### config.mk
export PLATFORM = sky130hd
export DESIGN_NAME = trsn_ctrl
export DESIGN_NICKNAME = d
export VERILOG_FILES = /design/src/sv/trsn_pkg.sv /design/src/sv/trsn_ctrl.sv
export SDC_FILE = /design/constraint.sdc
export NUM_CORES = 1
export LEC_CHECK = 0
export CAP_MARGIN = 30
export CELL_PAD_IN_SITES_DETAIL_PLACEMENT = 1
export CELL_PAD_IN_SITES_GLOBAL_PLACEMENT = 1
export CORE_MARGIN = 2
export CORE_UTILIZATION = 48
export CTS_CLUSTER_DIAMETER = 40
export DETAILED_ROUTE_END_ITERATION = 7
export DONT_BUFFER_PORTS = 1
export HOLD_SLACK_MARGIN = 0.12
export PLACE_DENSITY = 0.9
export SLEW_MARGIN = 5
export SYNTH_ARGS = -nofsm -noshare
export SYNTH_HDL_FRONTEND = slang
export SYNTH_SLANG_ARGS = --single-unit
### constraint.sdc
create_clock -name clock -period 3.2 [get_ports clock]
set_input_delay 0.32 -clock clock [delete_from_list [all_inputs] [get_ports clock]]
set_output_delay 0.32 -clock clock [all_outputs]
set_load 0.005 [all_outputs]
### src/sv/trsn_pkg.sv
// Shared types, constants and codes of the tree ring scan node.
package trsn_pkg;

   // Defaults of the top-level parameters.
   localparam int MAX_CHILDREN_DEF = 64;
   localparam int TOKEN_BITS_DEF   = 64;

   // Fixed field widths of the channels.
   localparam int SLOT_W     = 6;
   localparam int COUNT_W    = 32;
   localparam int TOKEN_W    = 64;
   localparam int CFG_W      = 7;
   localparam int CSR_IDX_W  = 8;
   localparam int CSR_DATA_W = 32;

   // Register indexes of the configuration port.
   localparam logic [CSR_IDX_W-1:0] CSR_APP_CHILDREN   = 8'd0;
   localparam logic [CSR_IDX_W-1:0] CSR_TOTAL_CHILDREN = 8'd1;
   localparam logic [CSR_IDX_W-1:0] CSR_IS_ROOT        = 8'd2;

   // Opcodes of input beats and directions of result beats.
   localparam logic OP_UP    = 1'b0;
   localparam logic OP_DOWN  = 1'b1;
   localparam logic DIR_UP   = 1'b0;
   localparam logic DIR_DOWN = 1'b1;

   typedef struct packed {
      logic                opcode;
      logic [SLOT_W-1:0]   child_slot;
      logic [COUNT_W-1:0]  item_count;
      logic [TOKEN_W-1:0]  left_token;
      logic                left_valid;
      logic [TOKEN_W-1:0]  right_token;
      logic                right_valid;
   } req_type;

   typedef struct packed {
      logic                direction;
      logic [SLOT_W-1:0]   target_slot;
      logic [COUNT_W-1:0]  out_count;
      logic [TOKEN_W-1:0]  out_left;
      logic                out_left_valid;
      logic [TOKEN_W-1:0]  out_right;
      logic                out_right_valid;
      logic                last;
   } rsp_type;

   // Effective child counts after clamping, and the root flag.
   typedef struct packed {
      logic [CFG_W-1:0] eff_total;
      logic [CFG_W-1:0] eff_app;
      logic             is_root;
   } cfg_type;

   typedef enum logic [2:0] {
      ST_IDLE,
      ST_SUM,
      ST_SUM_OUT,
      ST_BACK,
      ST_PRE,
      ST_EMIT_TREE,
      ST_EMIT_APP,
      ST_CLEAR
   } state_type;

   // Commands from the controller to the datapath.
   typedef struct packed {
      logic wr_en;          // store an up report
      logic rd_en;          // read the store at the controller's address
      logic sum_clear;      // restart the summary accumulators
      logic down_from_req;  // load down parameters from the input beat
      logic down_from_sum;  // load down parameters from the summary (root)
      logic fwd_init;       // restart the forward rank and left token
      logic cons_sum;       // fold the read entry into the summary
      logic cons_back;      // backward step: record the right neighbour
      logic cons_fwd;       // forward step: advance rank and left token
      logic cons_emit;      // send the read entry's assignment
      logic cons_first;     // the read entry is slot 0
      logic cons_final;     // the read entry ends the pass
      logic cons_last;      // the assignment is the last of the down item
      logic up_out;         // send the summary to the parent
      logic store_clear;    // drop all stored reports
   } cmd_type;

   typedef struct packed {
      logic out_free;       // the result register can take a beat now
   } status_type;

endpackage

### src/sv/trsn_ctrl.sv
// Controller of the tree ring scan node: pass sequencing and read pipeline.
module trsn_ctrl #(
   parameter int MAX_CHILDREN = trsn_pkg::MAX_CHILDREN_DEF,
   localparam int IDX_W = $clog2(MAX_CHILDREN)
) (
   input  logic                            clock,
   input  logic                            reset,
   input  trsn_pkg::cfg_type               cfg,
   input  logic                            req_valid,
   output logic                            req_ready,
   input  logic                            req_opcode,
   input  logic [trsn_pkg::SLOT_W-1:0]     req_slot,
   input  trsn_pkg::status_type            status,
   output trsn_pkg::cmd_type               cmd,
   output logic [IDX_W-1:0]                rd_addr
);
   import trsn_pkg::*;

   state_type        state_ff, state_in;
   logic [CFG_W-1:0] addr_ff, addr_in;
   logic [CFG_W-1:0] rem_ff, rem_in;
   logic [CFG_W-1:0] reports_ff, reports_in;
   logic             pend_ff, pend_in;
   logic             pend_first_ff, pend_first_in;
   logic             pend_final_ff, pend_final_in;
   logic             pend_last_ff, pend_last_in;

   logic             accept;
   logic             up_store;
   logic [CFG_W-1:0] rep_next;
   logic             sum_start;
   logic             emit_state;
   logic             cons;
   logic             rd_en;
   logic             done;
   logic             last_issue;
   logic             entering;

   assign req_ready  = (state_ff == ST_IDLE);
   assign accept     = req_valid && req_ready;
   assign up_store   = accept && (req_opcode == OP_UP) && (CFG_W'(req_slot) < cfg.eff_total);
   assign rep_next   = reports_ff + CFG_W'(1);
   assign sum_start  = up_store && (rep_next == cfg.eff_total);
   assign emit_state = (state_ff == ST_EMIT_TREE) || (state_ff == ST_EMIT_APP);

   // A read result waits in the read registers until it is taken; emissions also need
   // room in the result register.
   assign cons       = pend_ff && (!emit_state || status.out_free);
   assign rd_en      = (rem_ff != '0) && (!pend_ff || cons);
   assign done       = (rem_ff == '0) && (!pend_ff || cons);
   assign last_issue = (rem_ff == CFG_W'(1)) &&
                       ((state_ff == ST_EMIT_APP) ||
                        ((state_ff == ST_EMIT_TREE) && (cfg.eff_app == '0)));
   assign entering   = (state_in != state_ff);

   always_comb begin
      state_in = state_ff;
      unique case (state_ff)
         ST_IDLE: begin
            if (accept && (req_opcode == OP_DOWN)) begin
               state_in = ST_BACK;
            end else if (sum_start) begin
               state_in = ST_SUM;
            end
         end
         ST_SUM: begin
            if (done) state_in = ST_SUM_OUT;
         end
         ST_SUM_OUT: begin
            if (cfg.is_root) begin
               state_in = ST_BACK;
            end else if (status.out_free) begin
               state_in = ST_IDLE;
            end
         end
         ST_BACK: begin
            if (done) state_in = ST_PRE;
         end
         ST_PRE: begin
            if (done) state_in = ST_EMIT_TREE;
         end
         ST_EMIT_TREE: begin
            if (done) state_in = ST_EMIT_APP;
         end
         ST_EMIT_APP: begin
            if (done) state_in = ST_CLEAR;
         end
         ST_CLEAR: state_in = ST_IDLE;
         default:  state_in = ST_IDLE;
      endcase
   end

   always_comb begin
      addr_in = addr_ff;
      rem_in  = rem_ff;
      if (rd_en) begin
         rem_in  = rem_ff - CFG_W'(1);
         addr_in = (state_ff == ST_BACK) ? addr_ff - CFG_W'(1) : addr_ff + CFG_W'(1);
      end
      if (entering) begin
         unique case (state_in)
            ST_SUM: begin
               addr_in = '0;
               rem_in  = cfg.eff_total;
            end
            ST_BACK: begin
               addr_in = cfg.eff_total - CFG_W'(1);
               rem_in  = cfg.eff_total;
            end
            ST_PRE, ST_EMIT_APP: begin
               addr_in = '0;
               rem_in  = cfg.eff_app;
            end
            ST_EMIT_TREE: begin
               addr_in = cfg.eff_app;
               rem_in  = cfg.eff_total - cfg.eff_app;
            end
            default: begin
               addr_in = '0;
               rem_in  = '0;
            end
         endcase
      end
   end

   always_comb begin
      pend_in       = rd_en ? 1'b1 : (cons ? 1'b0 : pend_ff);
      pend_first_in = rd_en ? (addr_ff == '0) : pend_first_ff;
      pend_final_in = rd_en ? (rem_ff == CFG_W'(1)) : pend_final_ff;
      pend_last_in  = rd_en ? last_issue : pend_last_ff;
      reports_in    = reports_ff;
      if (state_ff == ST_CLEAR) begin
         reports_in = '0;
      end else if (up_store) begin
         reports_in = rep_next;
      end
   end

   always_comb begin
      cmd               = '0;
      cmd.wr_en         = up_store;
      cmd.rd_en         = rd_en;
      cmd.sum_clear     = (state_ff == ST_IDLE);
      cmd.down_from_req = accept && (req_opcode == OP_DOWN);
      cmd.down_from_sum = (state_ff == ST_SUM_OUT) && cfg.is_root;
      cmd.fwd_init      = entering && ((state_in == ST_PRE) || (state_in == ST_EMIT_APP));
      cmd.cons_sum      = cons && (state_ff == ST_SUM);
      cmd.cons_back     = cons && (state_ff == ST_BACK);
      cmd.cons_fwd      = cons && ((state_ff == ST_PRE) || emit_state);
      cmd.cons_emit     = cons && emit_state;
      cmd.cons_first    = pend_first_ff;
      cmd.cons_final    = pend_final_ff;
      cmd.cons_last     = pend_last_ff;
      cmd.up_out        = (state_ff == ST_SUM_OUT) && !cfg.is_root && status.out_free;
      cmd.store_clear   = (state_ff == ST_CLEAR);
   end

   assign rd_addr = addr_ff[IDX_W-1:0];

   always_ff @(posedge clock) begin
      if (reset) begin
         state_ff      <= ST_IDLE;
         addr_ff       <= '0;
         rem_ff        <= '0;
         reports_ff    <= '0;
         pend_ff       <= 1'b0;
         pend_first_ff <= 1'b0;
         pend_final_ff <= 1'b0;
         pend_last_ff  <= 1'b0;
      end else begin
         state_ff      <= state_in;
         addr_ff       <= addr_in;
         rem_ff        <= rem_in;
         reports_ff    <= reports_in;
         pend_ff       <= pend_in;
         pend_first_ff <= pend_first_in;
         pend_final_ff <= pend_final_in;
         pend_last_ff  <= pend_last_in;
      end
   end

endmodule

# Yosys cells after proc, flatten, opt, wreduce, memory -nomap -nowiden
# Index checks and enable logic that the tools add are counted.
dict set report classes {
  eq_ne 15
  bitwise_logic 1
  order_cmp 1
  n_addsub 6
  n_reduce_logical 37
  muxes 19
}
# op count
set op_table {}
lappend op_table {{7-bit 2-to-1 mux} 5}
lappend op_table {{3-bit 2-to-1 mux} 9}
lappend op_table {{3-bit one-hot mux with 8 select lines} 1}
lappend op_table {{3-bit equality test (second input constant)} 7}
lappend op_table {{7-bit logical NOT} 3}
lappend op_table {{7-bit one-hot mux with 3 select lines} 1}
lappend op_table {{7-bit by 1-bit subtractor with 7-bit output (second input constant)} 3}
lappend op_table {{1-bit logical AND} 18}
lappend op_table {{7-bit by 1-bit adder with 7-bit output (second input constant)} 2}
lappend op_table {{7-bit one-hot mux with 2 select lines} 1}
lappend op_table {{3-bit by 2-bit equality test with 1-bit output (second input constant)} 3}
lappend op_table {{7-bit by 1-bit equality test with 1-bit output (second input constant)} 1}
lappend op_table {{7-bit equality test} 1}
lappend op_table {{6-bit by 7-bit < comparator with 1-bit output} 1}
lappend op_table {{7-bit nonzero test} 1}
lappend op_table {{7-bit subtractor} 1}
lappend op_table {{3-bit by 1-bit equality test with 1-bit output (second input constant)} 2}
lappend op_table {{1-bit logical OR} 6}
lappend op_table {{2-bit OR reduction} 3}
lappend op_table {{2-bit nonzero test} 2}
lappend op_table {{1-bit logical NOT} 3}
lappend op_table {{3-bit logical NOT} 1}
lappend op_table {{3-bit != test} 1}
lappend op_table {{1-bit 2-to-1 mux} 2}
lappend op_table {{1-bit inverter} 1}
dict set report totals {
  elab_cells 87
  out_inout_bits 22
  ff_bits 28
  in_bits 26
}

# Logic depth before layout (Yosys ltp)
dict set report logic_depth {
  ltp_word 13
  depth_mapped 13
  mapped_depth_nobuf 12
}

# Worst setup path before layout
# OpenSTA, ideal clock, no wires.
dict set report synth_timing {
  path_kind {register to register}
  from {register state_ff[1]}
  to {register addr_ff[6]}
  n_path_buf 1
  synth_period_minus_slack_ps 2502
  path_stages_with_launch 14
  setup_ps 86
  t_arrival_ps 2417
  setup_slack_ps 698
  required_time_ps 3114
  path_cell_list {dfxtp_1 -> nand2_1 -> or2_2 -> clkbuf_1 -> inv_1 -> ha_1 -> nor2b_1 -> o21ai_0 -> a21boi_0 -> o21ai_0 -> a21oi_1 -> nor3_1 -> xnor2_1 -> a211oi_1}
}
dict set report synth_between {
  elab_chain_len 12
  word_cells_on_any_way 38
  cone_classes {10 x eq/ne; 14 x mux; 14 x reduce/logical}
}
# element line_no
set synth_rtl {}
lappend synth_rtl {{start, declared} trsn_ctrl.sv:19} ;# state_type state_ff, state_in;
lappend synth_rtl {{start signal, assigned} trsn_ctrl.sv:171} ;# state_ff <= state_in;
lappend synth_rtl {{3-bit equality test} {trsn_ctrl.sv:44, trsn_ctrl.sv:58}}
lappend synth_rtl {{1-bit logical OR} trsn_ctrl.sv:44} ;# assign emit_state = (state_ff == ST_EMIT_TREE) || (state_ff == ST_EMIT_APP);
lappend synth_rtl {{1-bit logical NOT} trsn_ctrl.sv:48} ;# assign cons = pend_ff && (!emit_state || status.out_free);
lappend synth_rtl {{1-bit logical OR} trsn_ctrl.sv:48}
lappend synth_rtl {{1-bit logical AND} trsn_ctrl.sv:48}
lappend synth_rtl {{1-bit logical OR} {trsn_ctrl.sv:49, trsn_ctrl.sv:50}}
lappend synth_rtl {{1-bit logical AND} trsn_ctrl.sv:50} ;# assign done = (rem_ff == '0) && (!pend_ff || cons);
lappend synth_rtl {{3-bit 2-to-1 mux, on equally long branches} -}
lappend synth_rtl {{3-bit one-hot mux with 8 select lines} trsn_ctrl.sv:58} ;# unique case (state_ff)
lappend synth_rtl {{3-bit equality test or 3-bit by 2-bit equality test with 1-bit output (tied branches)} trsn_ctrl.sv:101} ;# unique case (state_in)
lappend synth_rtl {{7-bit one-hot mux with 2 select lines} trsn_ctrl.sv:101}
lappend synth_rtl {{7-bit 2-to-1 mux} trsn_ctrl.sv:100} ;# if (entering) begin
lappend synth_rtl {{end signal, assigned} trsn_ctrl.sv:172} ;# addr_ff <= addr_in;
lappend synth_rtl {{end, declared} trsn_ctrl.sv:20} ;# logic [CFG_W-1:0] addr_ff, addr_in;
# Parallel ways exist; a longest one is shown, timed or not. The select of a mux whose other input is x is not followed.
# A chain may end at the register's enable or synchronous reset.

# Worst setup path in the final report
dict set report layout_timing {
  from {register rem_ff[0]}
  to {register addr_ff[3]}
}
dict set report layout_between {
  elab_chain_len 7
  word_cells_on_any_way 16
  cone_classes {3 x eq/ne; 8 x mux; 5 x reduce/logical}
}
# element line_no
set layout_rtl {}
lappend layout_rtl {{start, declared} trsn_ctrl.sv:21} ;# logic [CFG_W-1:0] rem_ff, rem_in;
lappend layout_rtl {{start signal, assigned} trsn_ctrl.sv:173} ;# rem_ff <= rem_in;
lappend layout_rtl {{7-bit logical NOT} trsn_ctrl.sv:50}
lappend layout_rtl {{1-bit logical AND} trsn_ctrl.sv:50}
lappend layout_rtl {{3-bit 2-to-1 mux, on equally long branches} -}
lappend layout_rtl {{3-bit one-hot mux with 8 select lines} trsn_ctrl.sv:58}
lappend layout_rtl {{3-bit equality test or 3-bit by 2-bit equality test with 1-bit output (tied branches)} trsn_ctrl.sv:101}
lappend layout_rtl {{7-bit one-hot mux with 2 select lines} trsn_ctrl.sv:101}
lappend layout_rtl {{7-bit 2-to-1 mux} trsn_ctrl.sv:100}
# Parallel ways exist; a longest one is shown, timed or not.

==> impl_results.md <==
- Status: finished, final reports clean
- Post-DRT Antenna Nets: 0
- DP HPWL: between 6000 and 7000 um
- Initial antenna violation count: 0
- Post-route DRC: 0
- Setup TNS: 0 ps
- Final Hold Viols: 0
- Die ar.: roughly 0.0068 mm2
- Post-synth top area cell: dfxtp_1
- Initial Utilization: between 40 and 50%
- Syn_nets: between 400 and 500
- Maximum Capacitance Violations: 0
- Post-Route Skew: between 3 and 4 ps
- CP arrival: roughly 3000 ps
- Max IR drop VDD: ~0.0003 V
- Seq pwr share: around a quarter
- Area of the core: roughly 0.0059 mm2
- Main area contributors after synthesis: dfxtp_1 (19%), ha_1 (8.9%), xnor2_1 (4.5%)
- Crit path launch type: flip-flop
- Power Density: ~730 mW/mm2
- Share of async-settable or async-resettable flops after synthesis: 0%
- Routed vias/inst: between 6 and 7
- Sequential share of the synthesized area: around a fifth
- Filler cells: approximately 740
- Die Ht: about 82 um
- EDFF count, synth: 0
- Final period utilization: 89.5%
- Final GP Congestion: 0.886
- Total global routing overflow: 0
- Vias in the first global route: 2,765
- Cells after Synth: 372
- Area delta synth->final: 1.15%
- Die width: a little over 80 um
- Clk network pwr share: under 10%
- Root buf cell: clkbuf_8
- Top-level I/O count: 48
- Iteration-0 DRC Markers: approximately 140
- Reg2Reg Depth: 13
- Leakage: between 1 and 1.5 nW
- Largest net degree at the start of global routing: 21
- PortBufs: 0
- Relative slew slack: 45.3%
- PostCTS Resize Cnt: 0
- Nets: between 400 and 500
- NetSw: approximately 1.1 mW
- Post-route minimum period: roughly 2900 ps
- Final setup vio count: 0
- Distinct cells, synth: between 60 and 70
- Hold_buf cts: 1
- Synth Flop Type: dfxtp_1
- WL final: approximately 8700 um
- Synth top area share: 19.0%
- Share of post-route cells with drive strength above 1: between 10% and 20%
- Post-CTS Setup Bufs: 0
- Placed instance area: around 0.0029 mm2
- DR WL/cell: 20.1 um
- DRT Pass-1 Iters: 4
- CP endpoint kind: flip-flop
- Inserted Clock Buffers: 3
- Max-slew violation count: 0
- Worst-skew pair later-pin latency: 280 ps
- ANT cells: 0
- YS warnings: 0
- Net Sw Frac: roughly 50%
- CTS max path bufs: 2
- CP required: roughly 3400 ps
- GRT Total Usage: a little over a quarter
- CTS tree: built
- H-tree levels: 1
- Avg Cell Area, Syn: slightly below 8 um2
- First-pass GRT wire length: 13,800 um
- Least-Margin Pin Slew: 818 ps
- Row count: 28
- Vias: roughly 2.7k
- Clock transition at the registers of the reported paths: 100 ps
- Number of cells on the worst hold path: 1
- Flops & latches, synth: 28
- Top fanout value on the critical path: 14
- Combinational share of power: between 60% and 70%
- Post-route cell area: 0.00298 mm2
- RSZ-0062 raised after global routing: no
- Clk sink count: 28
- Util after Layout: roughly half
- Netlist Area Pre-Place: between 0.002 and 0.003 mm2
- Setup CP Type: reg -> reg
- Fmax: between 300 and 400 MHz
- Worst Hold Class: in -> reg
- P_int: around 1.1 mW
## power groups by stage
stage	logic, mW	registers (mW)	clock network (mW)
floorplan	1.17	0.510	0
global placement	1.34	0.539	0
detailed placement	1.42	0.546	0
CTS	1.44	0.538	0.198
global route	1.60	0.551	0.207
finish	1.45	0.537	0.195
## layout by cell type, fill, tap and decap left out, drive strengths merged, types with 3 or more instances in the layout
master  instances
inv            25
nand3          15
a21oi          20
a32oi           5
o31ai           7
nand2          26
dfxtp          28
o211ai          3
and2            5
buf            10
nor3           18
a211oi          7
a221oi          8
clkbuf          3
and3            7
ha             21
xor2           15
nand4           3
nor2b           7
o21ai          20
nor4b           3
nor3b           5
xnor2          15
a21o            9
nor4            3
nor2           33
## routing by layer
metal | part of all wire (%) | up-vias | global-route usage [%]
met5 | 0 | - | 0
met4 | 1.4 | 0 | 7.33
met3 | 5.3 | 13 | 3.04
met2 | 49 | 82 | 45.4
met1 | 45 | 1307 | 34.8
li1 | - | 1284 | -
## worst max-delay path, stage by stage, from the launching register on
cell and delay (ps):
dfxtp_1 420, inv_1 110, ha_1 230, nor2b_1 180, a31oi_1 270, o21ai_2 130, a21oi_4 190, buf_4 190
nand3_2 90, o311ai_2 140, buf_4 290, buf_4 180, a221oi_1 60, a211oi_1 290
## path summary, 6_finish.rpt
check | from | endpoint | slack [ps]
max | rem_ff[0] | addr_ff[3] | 340
min | reset | addr_ff[3] | 120
max reg2reg | rem_ff[0] | addr_ff[3] | 340
min reg2reg | pend_first_ff | pend_first_ff | 490
## Yosys cell counts (13+ instances only)
cell and count:
a21oi_1 19, buf_4 13, dfxtp_1 28, ha_1 21, inv_1 25, nand2_1 26, nand3_1 13, nor2_1 32
nor3_1 18, o21ai_0 17, xnor2_1 15, xor2_1 14
## through the flow
step / setup WS [ps] / hold WS (ps) / std cells / power (mW)
6_report: 336 / 124 / 430 / 2.18
5_1_grt: 23.4 / 131 / 430 / 2.36
4_1_cts: 350 / 126 / 430 / 2.17
3_5_place_dp: 354 / 395 / 426 / 1.97
3_3_place_gp: 345 / 389 / 425 / 1.88
2_1_floorplan: 698 / 386 / 372 / 1.68
## cells by family (layout without fill, tap and decap cells)
| group | Yosys count | after routing | share of synthesized area, % |
|---|---|---|---|
| DFF | 28 | 28 | 19.0 |
| AOI/OAI and AO/OA | 94 | 94 | 25.3 |
| and+or+nand+nor | 137 | 137 | 25.6 |
| muxes | 2 | 2 | 0.679 |
| adders and majority gates | 24 | 24 | 10.6 |
| xor gates and xnor gates | 30 | 30 | 9.16 |
| buffers and inverters | 57 | 40 | 9.63 |
## area by class of cell
cell class | count | area (um2) | share of cell area [%]
Clock buffer | 3 | 41.3 | 1.38
Inverter | 26 | 97.6 | 3.27
Multi-Input combinational cell | 287 | 2100 | 70.6
Sequential cell | 28 | 561 | 18.8
Tap cell | 75 | 93.8 | 3.15
Timing Repair Buffer | 11 | 85.1 | 2.85
## registers in the layout, summed over array words and instances (netlist names)
register,flops
state_ff,3
pend_last_ff,1
rem_ff,7
pend_ff,1
reports_ff,7
pend_first_ff,1
pend_final_ff,1
addr_ff,7
Power figures use the tool's default switching activity.
