$ cat src/sv/trsn_pkg.sv
// Shared types, constants and codes of the tree ring scan node.
package trsn_pkg;

   // Defaults of the top-level parameters.
   localparam int MAX_CHILDREN_DEF = 64;
   localparam int TOKEN_BITS_DEF   = 64;

   // Fixed field widths of the channels.
   localparam int SLOT_W     = 6;
   localparam int COUNT_W    = 32;
   localparam int TOKEN_W    = 64;
   localparam int CFG_W      = 7;
   localparam int CSR_IDX_W  = 8;
   localparam int CSR_DATA_W = 32;

   // Register indexes of the configuration port.
   localparam logic [CSR_IDX_W-1:0] CSR_APP_CHILDREN   = 8'd0;
   localparam logic [CSR_IDX_W-1:0] CSR_TOTAL_CHILDREN = 8'd1;
   localparam logic [CSR_IDX_W-1:0] CSR_IS_ROOT        = 8'd2;

   // Opcodes of input beats and directions of result beats.
   localparam logic OP_UP    = 1'b0;
   localparam logic OP_DOWN  = 1'b1;
   localparam logic DIR_UP   = 1'b0;
   localparam logic DIR_DOWN = 1'b1;

   typedef struct packed {
      logic                opcode;
      logic [SLOT_W-1:0]   child_slot;
      logic [COUNT_W-1:0]  item_count;
      logic [TOKEN_W-1:0]  left_token;
      logic                left_valid;
      logic [TOKEN_W-1:0]  right_token;
      logic                right_valid;
   } req_type;

   typedef struct packed {
      logic                direction;
      logic [SLOT_W-1:0]   target_slot;
      logic [COUNT_W-1:0]  out_count;
      logic [TOKEN_W-1:0]  out_left;
      logic                out_left_valid;
      logic [TOKEN_W-1:0]  out_right;
      logic                out_right_valid;
      logic                last;
   } rsp_type;

   // Effective child counts after clamping, and the root flag.
   typedef struct packed {
      logic [CFG_W-1:0] eff_total;
      logic [CFG_W-1:0] eff_app;
      logic             is_root;
   } cfg_type;

   typedef enum logic [2:0] {
      ST_IDLE,
      ST_SUM,
      ST_SUM_OUT,
      ST_BACK,
      ST_PRE,
      ST_EMIT_TREE,
      ST_EMIT_APP,
      ST_CLEAR
   } state_type;

   // Commands from the controller to the datapath.
   typedef struct packed {
      logic wr_en;          // store an up report
      logic rd_en;          // read the store at the controller's address
      logic sum_clear;      // restart the summary accumulators
      logic down_from_req;  // load down parameters from the input beat
      logic down_from_sum;  // load down parameters from the summary (root)
      logic fwd_init;       // restart the forward rank and left token
      logic cons_sum;       // fold the read entry into the summary
      logic cons_back;      // backward step: record the right neighbour
      logic cons_fwd;       // forward step: advance rank and left token
      logic cons_emit;      // send the read entry's assignment
      logic cons_first;     // the read entry is slot 0
      logic cons_final;     // the read entry ends the pass
      logic cons_last;      // the assignment is the last of the down item
      logic up_out;         // send the summary to the parent
      logic store_clear;    // drop all stored reports
   } cmd_type;

   typedef struct packed {
      logic out_free;       // the result register can take a beat now
   } status_type;

endpackage

$ cat src/sv/trsn_csr.sv
// Configuration registers of the tree ring scan node and their clamping.
module trsn_csr #(
   parameter int MAX_CHILDREN = trsn_pkg::MAX_CHILDREN_DEF
) (
   input  logic                                 clock,
   input  logic                                 reset,
   input  logic                                 csr_valid,
   output logic                                 csr_ready,
   input  logic [trsn_pkg::CSR_IDX_W-1:0]       csr_index,
   input  logic [trsn_pkg::CSR_DATA_W-1:0]      csr_wdata,
   output trsn_pkg::cfg_type                    cfg
);
   import trsn_pkg::*;

   localparam logic [CFG_W-1:0] MAX_C = CFG_W'(MAX_CHILDREN);

   logic [CFG_W-1:0] app_ff, app_in;
   logic [CFG_W-1:0] total_ff, total_in;
   logic             root_ff, root_in;
   logic [CFG_W-1:0] eff_total;

   assign csr_ready = 1'b1;

   always_comb begin
      app_in   = app_ff;
      total_in = total_ff;
      root_in  = root_ff;
      if (csr_valid) begin
         unique case (csr_index)
            CSR_APP_CHILDREN:   app_in   = csr_wdata[CFG_W-1:0];
            CSR_TOTAL_CHILDREN: total_in = csr_wdata[CFG_W-1:0];
            CSR_IS_ROOT:        root_in  = csr_wdata[0];
            default: ;
         endcase
      end
   end

   always_ff @(posedge clock) begin
      if (reset) begin
         app_ff   <= CFG_W'(1);
         total_ff <= CFG_W'(1);
         root_ff  <= 1'b1;
      end else begin
         app_ff   <= app_in;
         total_ff <= total_in;
         root_ff  <= root_in;
      end
   end

   assign eff_total     = (total_ff > MAX_C) ? MAX_C : total_ff;
   assign cfg.eff_total = eff_total;
   assign cfg.eff_app   = (app_ff > eff_total) ? eff_total : app_ff;
   assign cfg.is_root   = root_ff;

endmodule

$ cat config.mk
export PLATFORM = sky130hd
export DESIGN_NAME = trsn_csr
export DESIGN_NICKNAME = d
export VERILOG_FILES = /design/src/sv/trsn_pkg.sv /design/src/sv/trsn_csr.sv
export SDC_FILE = /design/constraint.sdc
export NUM_CORES = 1
export LEC_CHECK = 0
export ABC_AREA = 1
export BUFFER_PORTS_ARGS = -buffer_cell sky130_fd_sc_hd__buf_2
export CAP_MARGIN = 30
export CORE_UTILIZATION = 44
export CTS_CLUSTER_SIZE = 20
export DETAILED_ROUTE_END_ITERATION = 8
export PLACE_DENSITY = 0.79
export SYNTH_ARGS = -nofsm -noshare
export SYNTH_HDL_FRONTEND = slang
export SYNTH_SLANG_ARGS = --single-unit
export TNS_END_PERCENT = 30
$ cat constraint.sdc
create_clock -name clock -period 2.15 [get_ports clock]
set_input_delay 0.1075 -clock clock [delete_from_list [all_inputs] [get_ports clock]]
set_output_delay 0.1075 -clock clock [all_outputs]
set_load 0.005 [all_outputs]
==> Word-level counts from Yosys, hierarchy flattened <==
Cells that the tools add are included.
{ "word_totals": {"input_bits": 43, "out_inout_bits": 16, "register_bits": 15, "wordCells": 13} }
{ "op_classes": {"n_lt_le_gt_ge": 2, "muxes": 2, "reduce_logical": 4, "eq_ne": 2} }
{ "ops": {"columns": ["cell", "count"], "rows": [
  ["two-way mux 7 bit", 2],
  ["equality test 8 x 1 -> 1 bit, second input constant", 1],
  ["equality test 8 x 2 -> 1 bit, second input constant", 1],
  ["logical NOT 8 bit", 1],
  ["greater-than comparator 7 bit", 1],
  ["greater-than comparator 7 bit, second input constant", 1],
  ["AND reduction 2 bit", 3]
]} }

==> Depth between registers and ports, before layout <==
Gate-level depths: netlist (run 1).
{ "logic_depth": {"word_depth": 4, "ltp_mapped": 12, "depth_no_buf": 12} }

==> Worst setup path before layout (run 1) <==
OpenSTA, ideal clock, no wires.
{ "synth_path": {"path_kind": "reg2out", "start": "reg total_ff[4]", "end": "out cfg[1] (netlist name)", "required_time_ns": 2.043, "arrival_ns": 1.736, "path_slack_ns": 0.307, "stages_incl_launch_ff": 13, "path_buffers": 0, "path_cell_list": "dfxtp_1 -> nor2_1 -> nand3_1 -> a21oi_1 -> inv_1 -> ha_1 -> nand2_1 -> inv_2 -> a21oi_1 -> nand2_2 -> nand2_2 -> nand2_1 -> nand2_1"} }
{ "synth_rtl": {"columns": ["element", "line", "rtl"], "rows": [
  ["start: declaration", "trsn_csr.sv:18", "logic [CFG_W-1:0] total_ff, total_in;"],
  ["start signal: assignment", "trsn_csr.sv:45", "total_ff <= total_in;"],
  ["end: declaration", "trsn_csr.sv:11", "output trsn_pkg::cfg_type cfg"]
]} }

==> results of run 1 <==
[registers in the layout, summed over array words and instances (netlist names)]
register	flops
app_ff	7
total_ff	7
root_ff	1
[per-stage QoR]
step | setup TNS [ns] | hold WS [ns] | power [mW] | instances
6_report | -0.530 | 0.0942 | 0.499 | 242
5_1_grt | -1.26 | 0.126 | 0.526 | 242
4_1_cts | -0.393 | 0.0873 | 0.507 | 241
3_5_place_dp | 0 | 0.390 | 0.344 | 229
3_3_place_gp | 0 | 0.376 | 0.343 | 229
2_1_floorplan | 0 | 0.234 | 0.325 | 174
[worst min-delay path, stage by stage]
cell and delay, ns:
buf_2 0.12, nand2_1 0.06, nand3_1 0.06
[what timing repair did]
item                                   in CTS  in global routing
gates cloned                                0                  0
endpoints found under the hold margin       0                  0
setup endpoints to repair                   7                  7
buffers inserted                            8                  1
pin swaps                                  19                 11
resized for setup                          38                  9
[power by group through the flow]
stage,Clock (mW),Combinational (mW),Sequential (mW)
after floorplan,0,0.0400,0.285
after global placement,0,0.0579,0.285
after detailed placement,0,0.0585,0.285
after CTS,0.163,0.0661,0.278
after global routing,0.174,0.0751,0.277
final,0.155,0.0671,0.277
[layout by cell type (no fill, tap or decap), types with 2 or more instances in the layout]
cell type  instances
nand3_1           23
clkbuf_4           3
a21oi_4            4
ha_1               4
dfxtp_4            2
buf_2             32
buf_4             11
nand3_2            3
a21oi_1           13
nor2_4             5
nand2_4            4
ha_4               3
dfxtp_1            9
buf_6              2
nor2_2             3
dfxtp_2            4
inv_2              5
nor2_1            14
nand2_1           36
inv_1             22
nand2_2            6
[cell type report]
class	instances	area, um2
Fill cell	211	736
Multi-Input combinational cell	123	800
Sequential cell	15	313
Timing Repair Buffer	45	265
Inverter	27	101
Tap cell	28	35.0
Clock buffer	4	26.3
[metal layers]
metal	global-route usage, %	routed length [um]	up-vias
li1	-	-	625
met1	25.7	1180	541
met2	43.2	1470	32
met3	2.34	88	6
met4	6.76	44	0
met5	0	0	-
[cell families (layout without fill, tap and decap cells)]
family          after synthesis  count (layout)  synth area share, %
compound gates               18              18                 8.23
simple gates                 97              97                 39.9
buf+inv                      36              76                 16.1
fa+ha+maj                     7               7                 8.00
flops                        15              15                 27.4
other cells                   1               1                0.343
[worst paths after layout]
path,from,endpoint,slack [ns]
worst min-delay path,csr_wdata[0],root_ff$_SDFFE_PP1P_,0.09
worst max-delay path,total_ff[0]$_SDFFE_PP1P_,cfg[5],-0.1
worst max register to register,total_ff[1]$_SDFFE_PP0P_,total_ff[1]$_SDFFE_PP0P_,1.40
worst min register to register,root_ff$_SDFFE_PP1P_,root_ff$_SDFFE_PP1P_,0.49
==> flow_metrics.env, run 1 <==
export IMPL_drc=0
export IMPL_run_status="finished with violations"
export IMPL_slew_headroom_pct=61.7
export IMPL_critPathBufInv=2
export IMPL_hold_viol_final=0
export IMPL_io_pins=59
export IMPL_synth_fp_nets=224
export IMPL_clk_latency_ns=0.28
export IMPL_holdPathStages=3
export IMPL_utilization_pct=67.7
export IMPL_final_layout_size_suffix_gt1_share_pct=41.6
export IMPL_pre_cts_ws_ns=0.0318
export IMPL_finalWirelength_um=2790
export IMPL_grt_pass1_wl_um=4490
export IMPL_ys_async_sr_fraction_pct=0
export IMPL_die_area_um2=2690
export IMPL_power_net_switching_mw=0.125
export IMPL_leakage_nw=0.770
export IMPL_first_pass_iters=4
export IMPL_rows=17
export IMPL_synth_seq_cells=15
export IMPL_cap_violations=0
export IMPL_dieHeight_um=51.9
export IMPL_drt_first_iter_violations=26
export IMPL_cp_top_family="simple AND/OR/NAND/NOR gates"
export IMPL_cts_made_buffers=3
export IMPL_syn_area_um2=1090
export IMPL_grt_pass1_vias=1081
export IMPL_design_area_um2=1540
export IMPL_ys_top_cells_by_count="nand2_1 (43), nand3_1 (26), inv_1 (24)"
export IMPL_max_stage_delay_ns=0.34
export IMPL_start_util_pct=48.1
export IMPL_finalCritPeriodShare_pct=105
export IMPL_antenna_found_initial=0
export IMPL_pwr_share_comb_pct=13.4
export IMPL_cp_cell_sequence="nor2_4 > nand3_4 > a21oi_4 > inv_2 > ha_4 > nand2_4 > nor2_4 > nand2_2 > nand2_4 > nand2_4 > nand2_2 > nand2_1 > buf_2"
export IMPL_place_congestion=0.763
export IMPL_maxSlewViolCount=0
export IMPL_criticalPathCategory="flip-flop to output pin"
export IMPL_rsz0062_at_grt="yes"
export IMPL_synth_seq_area_share_pct=27.4
export IMPL_clkSinkCount=15
export IMPL_cts_buffer_depth=2
export IMPL_cell_internal_pwr_mw=0.374
export IMPL_tritoncts="done"
export IMPL_worst_pin_slew_ns=0.574
export IMPL_critPathCaptureType="output pin"
export IMPL_fin_nets=265
export IMPL_io_buffers=32
export IMPL_ir_drop_mv=0.292
export IMPL_synth_most_common_cell="nand2_1"
export IMPL_worst_slack_ns=-0.0991
export IMPL_cp_arrival_ns=2.14
export IMPL_p_clk_share_pct=31.1
export IMPL_cp_slowest_cell="dfxtp_2"
export IMPL_die_w_um=51.9
export IMPL_syn_inst=174
export IMPL_wl_per_cell_um=11.5
export IMPL_grt_max_degree=29
export IMPL_path_common_cell="nand2_4"
export IMPL_p_seq_share_pct=55.4
export IMPL_synthDistinctLibCells=20
export IMPL_power_density_nw_per_um2=324
export IMPL_start_kind="flip-flop"
export IMPL_ant_nets=0
export IMPL_synth_top_area_share_pct=27.4
export IMPL_hold_path_class="input port to flip-flop"
export IMPL_htreeDepth=1
export IMPL_dpl_hpwl_um=1850
export IMPL_worstPathMaxFanout=8
export IMPL_root_buffer="clkbuf_4"
export IMPL_ys_warn_count=0
export IMPL_finalCriticalPeriod_ns=2.25
export IMPL_required_ns=2.04
export IMPL_area_growth_pct=40.7
export IMPL_ff2ff_path_depth=3
export IMPL_via_per_inst=4.98
export IMPL_grt_remaining_overflow=0
export IMPL_skew_ns=0
export IMPL_hold_buffers=0
export IMPL_grt_usage_pct=22.6
export IMPL_vias=1204
export IMPL_crit_cells=13
export IMPL_synth_area_per_cell_um2=6.29
export IMPL_diodes=0
export IMPL_place_area_um2=1240
export IMPL_timing_fmax_ghz=0.445
export IMPL_failed_checks="negative setup slack"
export IMPL_netlist_top_cells_area="dfxtp_1 (27%), nand2_1 (15%), nand3_1 (12%), inv_1 (8.2%), ha_1 (8.0%)"
export IMPL_switching_share_pct=25.0
export IMPL_synth_main_ff_cell="dfxtp_1"
export IMPL_setup_viol=7
export IMPL_yosysTopAreaCell="dfxtp_1"
export IMPL_core_um2=2280
export IMPL_synth_edff_count=0
export IMPL_clk_pin_slew_ns=0.08
Note: power is estimated with default switching activity, not from simulation.
==> run 2, diff against run 1 <==
ABC_AREA = unset   (was 1)
CORE_UTILIZATION = 41   (was 44)
PLACE_DENSITY = 0.78   (was 0.79)
==> flow_metrics.env, run 2 <==
export IMPL_run_status="finished with violations"
export IMPL_failed_checks="negative setup slack"
export IMPL_worst_pin_slew_ns=0.562
export IMPL_grt_max_degree=18
export IMPL_skew_ns=0
export IMPL_regArea_um2=302
export IMPL_cts_buffer_depth=2
export IMPL_syn_inst=98
export IMPL_syn_area_um2=896
export IMPL_layout_common_cells="buf_2 (30), nor2_1 (15), dfxtp_1 (14)"
export IMPL_dieHeight_um=48.7
export IMPL_required_ns=2.04
export IMPL_finalWirelength_um=2280
export IMPL_final_layout_size_suffix_gt1_share_pct=51.1
export IMPL_synth_fp_nets=148
export IMPL_slew_headroom_pct=62.4
export IMPL_cts_made_buffers=3
export IMPL_critPathCaptureType="output pin"
export IMPL_leakage_nw=0.658
export IMPL_via_per_inst=5.07
export IMPL_root_buffer="clkbuf_4"
export IMPL_wl_per_cell_um=14.2
export IMPL_die_area_um2=2380
export IMPL_place_congestion=0.758
export IMPL_grt_remaining_overflow=0
export IMPL_dpl_hpwl_um=1500
export IMPL_worst_slack_ns=-0.108
export IMPL_power_density_nw_per_um2=374
export IMPL_ant_nets=0
export IMPL_hold_viol_final=0
export IMPL_finalCriticalPeriod_ns=2.26
export IMPL_die_w_um=48.7
export IMPL_cap_violations=0
export IMPL_pwr_share_comb_pct=7.9
export IMPL_criticalPathCategory="flip-flop to output pin"
export IMPL_layout_commonest_cell="buf_2"
export IMPL_cp_top_family="compound AO/OA/AOI/OAI gates"
export IMPL_p_seq_share_pct=57.9
export IMPL_synthDistinctLibCells=24
export IMPL_hold_buffers=0
export IMPL_cp_cell_sequence="clkinv_4 > ha_4 > a21oi_1 > o21ai_2 > o22ai_2 > buf_6 > mux2_2 > buf_2"
export IMPL_synth_top_area_share_pct=33.5
export IMPL_power_net_switching_mw=0.111
export IMPL_synth_seq_cells=15
export IMPL_synth_edff_count=0
export IMPL_diodes=0
export IMPL_ys_warn_count=0
export IMPL_cell_internal_pwr_mw=0.369
export IMPL_grt_pass1_vias=868
export IMPL_io_pins=59
export IMPL_multiInputGateArea_um2=672
export IMPL_fin_nets=184
export IMPL_start_kind="flip-flop"
export IMPL_switching_share_pct=23.2
export IMPL_grt_usage_pct=21.8
export IMPL_hold_path_class="input port to flip-flop"
export IMPL_design_area_um2=1290
export IMPL_finalCritPeriodShare_pct=105
export IMPL_io_buffers=32
export IMPL_rsz0062_at_grt="yes"
export IMPL_htreeDepth=1
export IMPL_nFillCells=168
export IMPL_tritoncts="done"
export IMPL_worstPathMaxFanout=6
export IMPL_maxSlewViolCount=0
export IMPL_rows=16
export IMPL_antenna_found_initial=0
export IMPL_start_util_pct=44.7
export IMPL_ys_top_cells_by_count="dfxtp_1 (15), nor2_1 (15), mux2i_1 (13)"
export IMPL_cp_slowest_cell="dfxtp_2"
export IMPL_place_area_um2=1070
export IMPL_cp_arrival_ns=2.15
export IMPL_netlist_top_cells_area="dfxtp_1 (34%), mux2i_1 (15%), ha_1 (9.8%), mux2_2 (8.8%), nor2_1 (6.3%)"
export IMPL_clk_pin_slew_ns=0.09
export IMPL_vias=811
export IMPL_synth_seq_area_share_pct=33.5
export IMPL_p_clk_share_pct=34.2
export IMPL_core_um2=2000
export IMPL_synth_area_per_cell_um2=9.14
export IMPL_ys_async_sr_fraction_pct=0
export IMPL_drt_first_iter_violations=11
export IMPL_clkSinkCount=15
export IMPL_timing_fmax_ghz=0.443
export IMPL_area_growth_pct=43.6
export IMPL_drc=0
export IMPL_synth_main_ff_cell="dfxtp_1"
export IMPL_max_stage_delay_ns=0.37
export IMPL_yosysTopAreaCell="dfxtp_1"
export IMPL_setup_viol=7
export IMPL_largestRegisters="app_ff: 7 flops, total_ff: 7 flops, root_ff: 1 flops"
export IMPL_critPathBufInv=3
export IMPL_clk_latency_ns=0.29
export IMPL_grt_pass1_wl_um=3940
export IMPL_utilization_pct=64.3
export IMPL_first_pass_iters=4
export IMPL_ir_drop_mv=0.308
-- run 2: changes by cell type in the layout (fill, tap and decap cells not counted), sizes merged, moves of 2 or more --
cell,change
a21oi,-11
nand4b,+2
nor3,+3
nand3,-26
mux2,+7
nand2,-40
inv,-21
mux2i,+13
nor2,-7
buf,-7
-- run 2: power by group through the flow --
stage | clock (mW) | sequential [mW] | combinational, mW
global placement | 0 | 0.285 | 0.0339
floorplan | 0 | 0.285 | 0.0146
CTS | 0.167 | 0.278 | 0.0376
global route | 0.175 | 0.278 | 0.0415
detailed placement | 0 | 0.285 | 0.0359
finish | 0.165 | 0.278 | 0.0380
-- run 2: worst paths after layout --
kind                             from                       end  slack [ns]  cells after the start
min reg2reg      root_ff$_SDFFE_PP1P_      root_ff$_SDFFE_PP1P_        0.51                      2
max          total_ff[6]$_SDFFE_PP0P_                    cfg[1]       -0.11                      8
max reg2reg  total_ff[6]$_SDFFE_PP0P_  total_ff[6]$_SDFFE_PP0P_        1.35                      3
min                      csr_wdata[3]    app_ff[3]$_SDFFE_PP0P_        0.07                      3
-- run 2: cell type report --
cell class	count	share of cell area, %
clock buffers	4	2.04
inverters	7	2.43
flip-flops and latches	15	23.4
well taps	27	2.63
multi-input cells	69	52.2
repair buffers	38	17.2
-- run 2: cells by family after synthesis --
group / Yosys count / synth area share (%)
other: 1 / 0.419
flip-flops: 15 / 33.5
adder cells (fa/ha/maj): 7 / 9.78
AND/OR/NAND/NOR: 33 / 20.0
multiplexers: 20 / 23.3
buffers and inverters: 14 / 7.68
AO/OA/AOI/OAI: 8 / 5.31
-- run 2: per-stage QoR --
stage	instances	total power [mW]	setup TNS (ns)	hold slack, ns	setup slack [ns]
3_5_place_dp	153	0.320	0	0.367	0.0486
5_1_grt	160	0.495	-1.06	0.0865	-0.174
6_report	160	0.481	-0.564	0.0675	-0.108
3_3_place_gp	153	0.319	0	0.356	0.0816
4_1_cts	159	0.483	-0.0909	0.0641	-0.0285
2_1_floorplan	98	0.299	0	0.237	0.327
-- run 2: timing repair --
item,CTS,global route
gates cloned,0,0
setup endpoints to repair,7,7
setup buffers,2,1
resized for setup,30,3
pin swaps,12,1
-- run 2: worst reg2reg max path, delay by kind of cell, from the launching register on --
| family | cells | cell delay [ns] |
|---|---|---|
| buf+inv | 1 | 0.15 |
| mux | 1 | 0.13 |
| simple gates | 1 | 0.06 |
| flops | 1 | 0.35 |
-- run 2: metal layers --
| metal | global-route usage (%) | share of wire, % |
|---|---|---|
| met1 | 24.1 | 41 |
| met2 | 40.3 | 53 |
| met3 | 3.14 | 4.1 |
| met4 | 10.3 | 1.9 |
| met5 | 0 | 0 |
==> run 3, diff against run 2 <==
clock period = 2.3 ns   (was 2.15 ns; I/O delays follow)
==> flow_metrics.env, run 3 (same netlist as run 2, synthesis figures left out) <==
export IMPL_skew_ns=0
export IMPL_clk_latency_ns=0.30
export IMPL_power_density_nw_per_um2=364
export IMPL_grt_remaining_overflow=0
export IMPL_worst_pin_slew_ns=0.578
export IMPL_critPathCaptureType="output pin"
export IMPL_dieHeight_um=48.7
export IMPL_io_buffers=32
export IMPL_multiInputGateArea_um2=671
export IMPL_finalCritPeriodShare_pct=100
export IMPL_slew_headroom_pct=61.3
export IMPL_fin_nets=181
export IMPL_nFillCells=172
export IMPL_maxSlewViolCount=0
export IMPL_antenna_found_initial=0
export IMPL_final_layout_size_suffix_gt1_share_pct=51.5
export IMPL_place_congestion=0.750
export IMPL_grt_pass1_wl_um=3510
export IMPL_ant_nets=0
export IMPL_design_area_um2=1250
export IMPL_layout_common_cells="buf_2 (32), nor2_1 (15), dfxtp_1 (14)"
export IMPL_tritoncts="done"
export IMPL_required_ns=2.18
export IMPL_grt_pass1_vias=759
export IMPL_diodes=0
export IMPL_cts_made_buffers=3
export IMPL_setup_tns_ns=-0.0000873
export IMPL_finalWirelength_um=2490
export IMPL_via_per_inst=5.34
export IMPL_cp_arrival_ns=2.19
export IMPL_regArea_um2=302
export IMPL_largestRegisters="app_ff: 7 flops, total_ff: 7 flops, root_ff: 1 flops"
export IMPL_wl_per_cell_um=15.8
export IMPL_layout_commonest_cell="buf_2"
export IMPL_failed_checks="negative setup slack"
export IMPL_io_pins=59
export IMPL_start_kind="flip-flop"
export IMPL_start_util_pct=44.7
export IMPL_first_pass_iters=4
export IMPL_place_area_um2=1050
export IMPL_criticalPathCategory="flip-flop to output pin"
export IMPL_drc=0
export IMPL_clkSinkCount=15
export IMPL_leakage_nw=0.636
export IMPL_htreeDepth=1
export IMPL_power_total_mw=0.455
export IMPL_setup_viol=1
export IMPL_ir_drop_mv=0.328
export IMPL_cts_buffer_depth=2
export IMPL_finalCriticalPeriod_ns=2.30
export IMPL_hold_buffers=0
export IMPL_r2r_slack_ns=1.51
export IMPL_die_w_um=48.7
export IMPL_hold_viol_final=0
export IMPL_clk_pin_slew_ns=0.09
export IMPL_worst_slack_ns=-0.0000873
export IMPL_worstPathMaxFanout=6
export IMPL_vias=839
export IMPL_timing_fmax_ghz=0.435
export IMPL_rows=16
export IMPL_cap_violations=0
export IMPL_rsz0062_at_grt="yes"
export IMPL_grt_usage_pct=19.5
export IMPL_root_buffer="clkbuf_4"
export IMPL_utilization_pct=62.4
export IMPL_core_um2=2000
export IMPL_grt_max_degree=18
export IMPL_hold_path_class="input port to flip-flop"
export IMPL_die_area_um2=2380
export IMPL_area_growth_pct=39.5
export IMPL_pre_cts_ws_ns=0.104
export IMPL_run_status="finished with violations"
export IMPL_drt_first_iter_violations=19
export IMPL_dpl_hpwl_um=1490
[run 3: area by class of cell]
| cell class | count | area share, % |
|---|---|---|
| Multi-Input combinational cell | 69 | 53.7 |
| Sequential cell | 15 | 24.1 |
| Clock buffer | 4 | 2.10 |
| Tap cell | 27 | 2.70 |
| Inverter | 7 | 2.50 |
| Timing Repair Buffer | 35 | 14.9 |
[run 3: worst max-delay path, stage by stage (launching register included)]
cell and delay (ns):
dfxtp_2 0.35, clkinv_4 0.10, nand2_2 0.09, ha_4 0.27
nand4_1 0.19, a21oi_2 0.23, o22ai_2 0.12, buf_6 0.14
mux2_2 0.26, buf_2 0.12
[run 3: repair_timing]
action,4_1_cts,5_1_grt
resized for setup,6,23
buffers inserted,2,0
setup endpoints to repair,6,7
pin swaps,2,7
[run 3: metrics by stage]
stage / hold slack, ns / instances
floorplan: 0.244 / 98
global placement: 0.363 / 151
detailed placement: 0.375 / 151
CTS: 0.0699 / 157
global route: 0.0647 / 157
finish: 0.0649 / 157
[run 3: per-layer routing]
layer | GRT usage, % | part of all wire [%] | up-vias
met3 | 6.60 | 6.6 | 11
met4 | 7.84 | 4.3 | 0
met1 | 21.5 | 37 | 394
met2 | 34.0 | 52 | 39
li1 | - | - | 395
met5 | 0 | 0 | -
[run 3: power breakdown]
part           internal [mW]  total (mW)  switching [mW]  leakage, nW
clock                 0.0677       0.160          0.0918       0.0150
combinational         0.0176      0.0350          0.0174        0.500
sequential             0.260       0.260        0.000342        0.121
total                  0.345       0.455           0.110        0.636
[run 3: final timing paths]
kind | from | endpoint | cells past startpoint
worst max-delay path | total_ff[6]$_SDFFE_PP0P_ | cfg[2] | 9
worst min-delay path | csr_wdata[3] | total_ff[3]$_SDFFE_PP0P_ | 3
worst max register to register | total_ff[6]$_SDFFE_PP0P_ | total_ff[6]$_SDFFE_PP0P_ | 3
worst min register to register | root_ff$_SDFFE_PP1P_ | root_ff$_SDFFE_PP1P_ | 2
